### src/rtl/core/srmp_pkg.sv
`default_nettype none
// ----------------------------------------------------------------------------
// Stepped speed ramp package
// Widths, limits, register indexes and the structs that pass between the
// ramp sequencer and the shared divide unit.
// ----------------------------------------------------------------------------
package srmp_pkg;

    // Field widths.
    localparam int SPEED_W = 8;
    localparam int STEP_W  = 7;
    localparam int FS_W    = 23;
    localparam int VEL_W   = 24;
    localparam int MAG_W   = 7;
    localparam int PROD_W  = MAG_W + FS_W;
    localparam int QUO_W   = 23;

    // Divide by one hundred as a divide by four followed by a multiplication
    // with 2^33 / 25 rounded up, exact for every 28-bit quarter product.
    localparam int DIVD_W      = PROD_W - 2;
    localparam int RECIP_W     = 29;
    localparam int RPROD_W     = DIVD_W + RECIP_W;
    localparam int RECIP_SHIFT = 33;
    localparam logic [RECIP_W-1:0] RECIP_25 = 29'd343597384;

    // Speed limits and thresholds.
    localparam logic signed [SPEED_W:0] SPEED_MAX = 9'sd100;
    localparam logic signed [SPEED_W:0] SPEED_MIN = -9'sd100;
    localparam logic [MAG_W-1:0]        SPREAD_LIMIT = 7'd20;
    localparam logic [STEP_W-1:0]       MIN_STEP = 7'd4;

    // Reset values of the configuration registers.
    localparam logic [STEP_W-1:0] STEP_SIZE_RST  = 7'd5;
    localparam logic [FS_W-1:0]   FULL_SCALE_RST = 23'd100000;

    // Configuration register indexes.
    localparam logic CFG_STEP_SIZE  = 1'b0;
    localparam logic CFG_FULL_SCALE = 1'b1;

    // Request to the divide unit: scale |speed| by full scale, then divide.
    typedef struct packed {
        logic             start;
        logic [MAG_W-1:0] mag;
        logic [FS_W-1:0]  scale;
    } div_req_t;

    // Response of the divide unit.
    typedef struct packed {
        logic             done;
        logic [QUO_W-1:0] quot;
    } div_rsp_t;

    // One motor command handed to the output register.
    typedef struct packed {
        logic             load;
        logic [VEL_W-1:0] velocity;
        logic             spread_cycle;
        logic             freewheel;
        logic             last;
    } cmd_t;

endpackage
`default_nettype wire

### src/rtl/core/srmp_seq.sv
`default_nettype none
// ----------------------------------------------------------------------------
// Ramp sequencer
// Saturates the target, steps the held speed toward it, keeps the freewheel
// state and drives the divide unit once for every command it emits.
// ----------------------------------------------------------------------------
module srmp_seq (
    input  wire                                aclk,
    input  wire                                aresetn,
    input  wire                                in_valid,
    output logic                               in_ready,
    input  wire signed [srmp_pkg::SPEED_W-1:0] target_speed,
    input  wire        [srmp_pkg::STEP_W-1:0]  step_size,
    input  wire        [srmp_pkg::FS_W-1:0]    full_scale,
    output srmp_pkg::div_req_t                 div_req,
    input  srmp_pkg::div_rsp_t                 div_rsp,
    input  wire                                out_free,
    output srmp_pkg::cmd_t                     cmd
);
    import srmp_pkg::*;

    localparam logic [2:0] ST_IDLE  = 3'd0;
    localparam logic [2:0] ST_CHECK = 3'd1;
    localparam logic [2:0] ST_PLAN  = 3'd2;
    localparam logic [2:0] ST_DIV   = 3'd3;
    localparam logic [2:0] ST_EMIT  = 3'd4;

    logic [2:0]                state_reg;
    logic signed [SPEED_W-1:0] held_reg;
    logic                      fw_reg;
    logic signed [SPEED_W-1:0] tgt_reg;
    logic [STEP_W-1:0]         step_reg;
    logic [MAG_W-1:0]          mag_reg;
    logic                      neg_reg;
    logic                      last_reg;

    logic signed [SPEED_W:0]   tgt_wide;
    logic signed [SPEED_W-1:0] tgt_sat;
    logic [STEP_W-1:0]         step_eff;
    logic signed [SPEED_W:0]   held_ext;
    logic signed [SPEED_W:0]   tgt_ext;
    logic signed [SPEED_W:0]   step_ext;
    logic signed [SPEED_W:0]   gap;
    logic                      go_up;
    logic                      go_dn;
    logic signed [SPEED_W:0]   spd_wide;
    logic signed [SPEED_W-1:0] spd;
    logic [SPEED_W-1:0]        spd_abs;
    logic [QUO_W:0]            quot_ext;
    logic                      accept;

    assign accept   = in_valid && in_ready;
    assign in_ready = (state_reg == ST_IDLE);

    // Input saturation and the smallest usable step.
    always_comb begin
        tgt_wide = {target_speed[SPEED_W-1], target_speed};
        if (tgt_wide < SPEED_MIN) begin
            tgt_sat = SPEED_MIN[SPEED_W-1:0];
        end else if (tgt_wide > SPEED_MAX) begin
            tgt_sat = SPEED_MAX[SPEED_W-1:0];
        end else begin
            tgt_sat = target_speed;
        end
        step_eff = (step_size < MIN_STEP) ? MIN_STEP : step_size;
    end

    // Next speed of the ramp: one step up, one step down, or the target.
    always_comb begin
        held_ext = {held_reg[SPEED_W-1], held_reg};
        tgt_ext  = {tgt_reg[SPEED_W-1], tgt_reg};
        step_ext = $signed({2'b00, step_reg});
        gap      = tgt_ext - held_ext;
        go_up    = (gap > step_ext);
        go_dn    = (gap < -step_ext);
        if (go_up) begin
            spd_wide = held_ext + step_ext;
        end else if (go_dn) begin
            spd_wide = held_ext - step_ext;
        end else begin
            spd_wide = tgt_ext;
        end
        spd     = spd_wide[SPEED_W-1:0];
        spd_abs = spd[SPEED_W-1] ? SPEED_W'(-spd) : SPEED_W'(spd);
    end

    // Sequencer and ramp state.
    always_ff @(posedge aclk) begin
        if (!aresetn) begin
            state_reg <= ST_IDLE;
            held_reg  <= '0;
            fw_reg    <= 1'b1;
        end else begin
            case (state_reg)
                ST_IDLE: begin
                    if (accept) begin
                        state_reg <= ST_CHECK;
                    end
                end
                ST_CHECK: begin
                    if (tgt_reg == held_reg) begin
                        state_reg <= ST_IDLE;
                    end else begin
                        if (held_reg == '0) begin
                            fw_reg <= 1'b0;
                        end
                        state_reg <= ST_PLAN;
                    end
                end
                ST_PLAN: begin
                    held_reg <= spd;
                    if ((go_up || go_dn) && spd == '0) begin
                        fw_reg <= 1'b0;
                    end
                    if (!(go_up || go_dn) && tgt_reg == '0) begin
                        fw_reg <= 1'b1;
                    end
                    state_reg <= ST_DIV;
                end
                ST_DIV: begin
                    if (div_rsp.done) begin
                        state_reg <= ST_EMIT;
                    end
                end
                ST_EMIT: begin
                    if (out_free) begin
                        state_reg <= last_reg ? ST_IDLE : ST_PLAN;
                    end
                end
                default: begin
                    state_reg <= ST_IDLE;
                end
            endcase
        end
    end

    // Item and command payload.
    always_ff @(posedge aclk) begin
        if (accept) begin
            tgt_reg  <= tgt_sat;
            step_reg <= step_eff;
        end
        if (state_reg == ST_PLAN) begin
            mag_reg  <= spd_abs[MAG_W-1:0];
            neg_reg  <= spd[SPEED_W-1];
            last_reg <= !(go_up || go_dn);
        end
    end

    // Divide unit request, issued while the next speed is being planned.
    assign div_req.start = (state_reg == ST_PLAN);
    assign div_req.mag   = spd_abs[MAG_W-1:0];
    assign div_req.scale = full_scale;

    // Command word: signed velocity from the unsigned quotient.
    assign quot_ext         = {1'b0, div_rsp.quot};
    assign cmd.load         = (state_reg == ST_EMIT) && out_free;
    assign cmd.velocity     = neg_reg ? VEL_W'(-quot_ext) : VEL_W'(quot_ext);
    assign cmd.spread_cycle = (mag_reg > SPREAD_LIMIT);
    assign cmd.freewheel    = fw_reg;
    assign cmd.last         = last_reg;

`ifndef NO_ASSERTIONS
    // The held speed never leaves the saturated range.
    a_held_range: assert property (@(posedge aclk) disable iff (!aresetn)
        ($signed({held_reg[SPEED_W-1], held_reg}) <= SPEED_MAX) &&
        ($signed({held_reg[SPEED_W-1], held_reg}) >= SPEED_MIN))
        else $error("held speed out of range");

    // The divide unit only finishes while the sequencer waits for it.
    a_done_in_div: assert property (@(posedge aclk) disable iff (!aresetn)
        div_rsp.done |-> (state_reg == ST_DIV))
        else $error("divide result arrived outside the wait state");

    // Once an item is taken, no other is taken until its ramp ends.
    a_busy_after_accept: assert property (@(posedge aclk) disable iff (!aresetn)
        accept |=> !in_ready)
        else $error("ready right after accepting a word");

    // The final command of a ramp returns the sequencer to idle.
    a_last_to_idle: assert property (@(posedge aclk) disable iff (!aresetn)
        (cmd.load && last_reg) |=> (state_reg == ST_IDLE))
        else $error("ramp did not end after its final command");
`endif

endmodule
`default_nettype wire

### config.mk
export PLATFORM = sky130hd
export DESIGN_NAME = srmp_seq
export DESIGN_NICKNAME = d
export VERILOG_FILES = /design/src/rtl/core/srmp_pkg.sv /design/src/rtl/core/srmp_seq.sv
export SDC_FILE = /design/constraint.sdc
export NUM_CORES = 1
export LEC_CHECK = 0
export ABC_AREA = 1
export BUFFER_PORTS_ARGS = -buffer_cell sky130_fd_sc_hd__clkbuf_2
export CAP_MARGIN = 30
export CORE_UTILIZATION = 50
export CTS_CLUSTER_DIAMETER = 80
export CTS_CLUSTER_SIZE = 25
export DETAILED_ROUTE_END_ITERATION = 12
export HOLD_SLACK_MARGIN = 0.08
export PLACE_DENSITY = 0.85
export SLEW_MARGIN = 20
export SYNTH_ARGS = -nofsm -noshare
export SYNTH_HDL_FRONTEND = slang
export SYNTH_SLANG_ARGS = --single-unit
export TNS_END_PERCENT = 1
### constraint.sdc
create_clock -name aclk -period 6 [get_ports aclk]
set_clock_uncertainty 0.15 [all_clocks]
set_input_delay 1.2 -clock aclk [delete_from_list [all_inputs] [get_ports aclk]]
set_output_delay 1.2 -clock aclk [all_outputs]
set_load 0.01 [all_outputs]
==> results of run 1 <==
-- metrics by stage --
| stage | cells | hold WS [ps] | worst slack, ps |
|---|---|---|---|
| after floorplan | 570 | 342 | 1390 |
| after global placement | 711 | 372 | 913 |
| after detailed placement | 712 | 390 | 800 |
| after CTS | 720 | 401 | 426 |
| after global routing | 720 | 447 | 64.6 |
| final | 720 | 395 | 368 |
-- layout make-up --
cell class / count / share of cell area (%)
Inverter: 103 / 8.83
Timing Repair Buffer: 80 / 9.15
Tap cell: 102 / 2.90
Clock inverter: 2 / 0.795
Multi-Input combinational cell: 391 / 54.9
Sequential cell: 36 / 21.8
Clock buffer: 6 / 1.65
-- layout by cell type (no fill, tap or decap), types with 2 or more instances in the layout --
cell type	instances
o21ai_0	26
dfxtp_1	12
nand4_1	6
fa_1	3
a21o_1	3
nor4_1	7
nor2_1	43
a21oi_1	32
nor2_2	4
nand2_4	2
nand2_1	99
nand3_2	9
nor3_1	9
nor3_2	2
nand2_2	12
xnor2_1	12
inv_1	96
nand3_1	39
a31oi_1	4
edfxtp_1	24
inv_2	6
a21oi_2	3
ha_1	37
o21ai_2	3
xor2_1	26
clkbuf_8	5
clkbuf_2	79
-- layer usage --
layer / track usage, % / wire, µm / part of all wire [%]
met2: 44.7 / 5140 / 51
met4: 6.38 / 173 / 1.7
met3: 4.73 / 689 / 6.8
met1: 27.4 / 4060 / 40
met5: 0 / 0 / 0
-- how the worst max path moves through the flow --
stage                  endpoint
floorplan           div_req[29]
global placement    div_req[29]
detailed placement  div_req[29]
CTS                 div_req[29]
global route        div_req[27]
finish              div_req[29]
-- worst max-delay path, delay by kind of cell, from the launching register on --
family	cells	cell delay, ps
compound gates	2	430
xor+xnor	1	180
fa+ha+maj	4	1100
buf+inv	8	610
flops	1	390
simple gates	13	1270
-- logic make-up after synthesis --
kind of cell | count (synthesis) | synth area share [%]
AOI/OAI and AO/OA | 78 | 11.0
xor gates and xnor gates | 39 | 8.66
adders and majority gates | 40 | 13.0
buffers and inverters | 143 | 16.3
DFF | 36 | 23.8
and+or+nand+nor | 234 | 27.2
==> metrics.yaml, run 1 <==
io_buffers: 79
setup_viol: 0
clk_latency_ps: 300
grt_antenna_before_repair: 0
synth_flop_cell: "edfxtp_1"
hold_depth: 4
layout.nets: 723
tightest_slew_ps: 820
hpwl_um: 8470
max_freq_mhz: 178
finalCriticalPeriod_ps: 5630
die_y_um: 91.8
clock-root-buffer: "clkbuf_8"
drc_errors: 0
slew_viol_final: 0
synthesis.nets: 676
min_path_type: "flip-flop to flip-flop"
reg2reg_depth: 26
ys_seq_elements: 36
synth-edff-count: 24
relSlewSlack_pct: 44.6
cts_resized: 0
grt_pass1_vias: 3521
cts_tree: "yes"
fin_tns_setup_ps: 0
cts_setup_buffers: 0
netlist_instances: 570
synth_most_common_cell: "nand2_1"
worstHoldStart: "fw_reg$_SDFFE_PN1P_"
fp.dieArea_um2: 8420
yosys-top-cells-count: "99 x nand2_1, 96 x inv_1, 43 x nor2_1, 39 x nand3_1, 37 x ha_1"
yosys_warnings: 0
final_core_util_pct: 56.7
grt.total_usage_pct: 23.8
reg2reg_from: "tgt_reg[0]$_SDFFCE_PP0P_"
layout-drive-gt1-share_pct: 21.2
grt_setup_unrepaired: "no"
yosysSeqAreaShare_pct: 23.8
drt_iter0_drc: 239
drt_pass1_iterations: 7
crit_type: "flip-flop to output port"
filler_cell_count: 759
synth_top_area_cell: "edfxtp_1"
finalInstanceArea_um2: 4410
critPathLaunch: "tgt_reg[0]$_SDFFCE_PP0P_"
ctsHoldBuffers: 0
cp.required_ps: 4650
clkSinkCount: 36
start_util_pct: 51.9
netlist_area_um2: 4030
timing.rr.end: "mag_reg[6]$_DFFE_PP_"
vias: 3843
die_x_um: 91.8
finalHoldViolations: 0
fp-row-count: 32
start_kind: "flip-flop"
wl_per_cell_um: 14.0
grt_overflow_total: 0
regArea_um2: 961
async_reset_ff_share_pct: 0
cp_max_fo: 11
diodes: 0
multi_input_area_um2: 2420
holdPathEnd: "fw_reg$_SDFFE_PN1P_"
r2r_slack_ps: 1780
drv_cap: 0
synthToLayoutAreaGrowth_pct: 9.31
coreArea_um2: 7770
cpPeakStageDelay_ps: 420
htreeDepth: 2
grt_max_degree: 19
io_pins: 126
critPathCaptureType: "output port"
cts_max_path_buffers: 2
synth.top_cell.area_share_pct: 17.9
status: "completed"
synthDistinctLibCells: 40
synthTopCellsByArea: "edfxtp_1 18%, ha_1 11%, nand2_1 9.2%, inv_1 8.9%, dfxtp_1 6.0%"
drt_wl_total_um: 10100
cp_slowest_cell: "fa_1"
ant_nets: 0
placed_area_um2: 4300
arrival_ps: 4280
gp_congestion: 0.966
cts_buffers: 5
period_share_pct: 93.9
syn_area_per_cell_um2: 7.07
via_per_inst: 5.34
grt_pass1_wl_um: 16100
path_clk_slew_ps: 70
Power of run 1 is left out: the tool's default activity adds up to more than one toggle a clock period on the data nets, which glitch-free logic cannot reach.
==> inputs of run 2 (changes only) <==
Settings changed: PLACE_DENSITY 0.85 to 0.78.
==> metrics.yaml, run 2 (synthesis gave the netlist of run 1 again) <==
finalCriticalPeriod_ps: 5570  # -60.7 ps
grt.total_usage_pct: 22.2  # -1.6 points
cts_buffers: 5  # unchanged
min_path_type: "flip-flop to flip-flop"
grt_pass1_wl_um: 15100  # -5.7%
die_y_um: 91.8  # unchanged
relSlewSlack_pct: 45.6  # +1.0 points
critPathCaptureType: "output port"
clock-root-buffer: "clkbuf_8"
fp-row-count: 32  # unchanged
gp_congestion: 0.904  # -6.4%
start_util_pct: 51.9  # unchanged
fin_tns_setup_ps: 0  # unchanged
finalHoldViolations: 0  # unchanged
placed_area_um2: 4300  # unchanged
cp_slowest_cell: "fa_1"
cts_max_path_buffers: 2  # unchanged
reg2reg_from: "tgt_reg[0]$_SDFFCE_PP0P_"
drc_errors: 0  # unchanged
slew_viol_final: 0  # unchanged
hpwl_um: 7970  # -5.9%
wl_per_cell_um: 13.1  # -6.3%
grt_setup_unrepaired: "no"
io_buffers: 79  # unchanged
reg2reg_depth: 26  # unchanged
vias: 3807  # -0.94%
grt_max_degree: 19  # unchanged
critPathLaunch: "tgt_reg[0]$_SDFFCE_PP0P_"
synthToLayoutAreaGrowth_pct: 9.31  # unchanged
max_freq_mhz: 179  # +1.1%
crit_type: "flip-flop to output port"
drt_iter0_drc: 201  # -16%
finalInstanceArea_um2: 4410  # unchanged
clkSinkCount: 36  # unchanged
ant_nets: 0  # unchanged
clk_latency_ps: 290  # about the same
period_share_pct: 92.9  # -1.0 points
path_clk_slew_ps: 80  # about the same
drt_pass1_iterations: 6  # -1
cts_tree: "yes"
timing.rr.end: "mag_reg[4]$_DFFE_PP_"
grt_antenna_before_repair: 0  # unchanged
grt_pass1_vias: 3474  # -1.3%
coreArea_um2: 7770  # unchanged
drt_wl_total_um: 9440  # -6.3%
final_cell_mix: "99 x nand2_1, 96 x inv_1, 79 x clkbuf_2"
io_pins: 126  # unchanged
setup_viol: 0  # unchanged
ctsHoldBuffers: 0  # unchanged
cts_resized: 0  # unchanged
htreeDepth: 2  # unchanged
layout-drive-gt1-share_pct: 21.2  # unchanged
r2r_slack_ps: 1860  # +80 ps
grt_overflow_total: 0  # unchanged
layout.nets: 723  # unchanged
diodes: 0  # unchanged
cp.required_ps: 4650  # about the same
arrival_ps: 4220  # -60 ps
die_x_um: 91.8  # unchanged
via_per_inst: 5.29  # -0.94%
cts_setup_buffers: 0  # unchanged
start_kind: "flip-flop"
tightest_slew_ps: 805  # -14.9 ps
status: "completed"
cp-endpoint: "div_req[27]"
layout_commonest_cell: "nand2_1"
fp.dieArea_um2: 8420  # unchanged
drv_cap: 0  # unchanged
cpPeakStageDelay_ps: 420  # about the same
cp_max_fo: 11  # unchanged
filler_cell_count: 751  # -1.1%
## run 2: cell counts in the layout (fill, tap and decap cells not counted)
Identical to the previous run, type by type.
## run 2: area by class of cell
cell class / count / area (µm²) / area share (%)
Multi-Input combinational cell: 391 / 2420 / 54.9
Sequential cell: 36 / 961 / 21.8
Inverter: 103 / 389 / 8.83
Timing Repair Buffer: 80 / 403 / 9.15
Clock inverter: 2 / 35.0 / 0.795
Tap cell: 102 / 128 / 2.90
Clock buffer: 6 / 72.6 / 1.65
## run 2: metrics by stage
step                setup slack [ps]  util, %  hold WS [ps]  instances
floorplan                       1390        -           342        570
global placement                 937     55.2           373        711
detailed placement               812     55.3           377        712
CTS                              471     56.7           388        720
global route                    10.0     56.7           431        720
finish                           429     56.7           395        720
## run 2: routing by layer
metal	wire [µm]	GRT usage (%)	up-vias	part of all wire, %
met5	0	0	-	0
met4	210	7.03	0	2.2
met3	721	3.23	26	7.6
met2	4640	41.7	174	49
met1	3860	25.8	1708	41
li1	-	-	1899	-
## run 2: worst min path at each step
stage                         from                   to  slack [ps]  depth (start not counted)
6_report       fw_reg$_SDFFE_PN1P_  fw_reg$_SDFFE_PN1P_         400                          4
5_1_grt        fw_reg$_SDFFE_PN1P_  fw_reg$_SDFFE_PN1P_         430                          4
4_1_cts        fw_reg$_SDFFE_PN1P_  fw_reg$_SDFFE_PN1P_         390                          4
3_5_place_dp   fw_reg$_SDFFE_PN1P_  fw_reg$_SDFFE_PN1P_         380                          4
3_3_place_gp   fw_reg$_SDFFE_PN1P_  fw_reg$_SDFFE_PN1P_         370                          4
2_1_floorplan  fw_reg$_SDFFE_PN1P_  fw_reg$_SDFFE_PN1P_         340                          4
## run 2: worst max-delay path, delay by kind of cell (launching register included)
kind | cells | cell delay [ps]
xor+xnor | 1 | 170
fa+ha+maj | 4 | 1090
simple gates | 13 | 1210
buf+inv | 8 | 610
flops | 1 | 390
compound gates | 2 | 460
Power of run 2 is left out for the same reason.
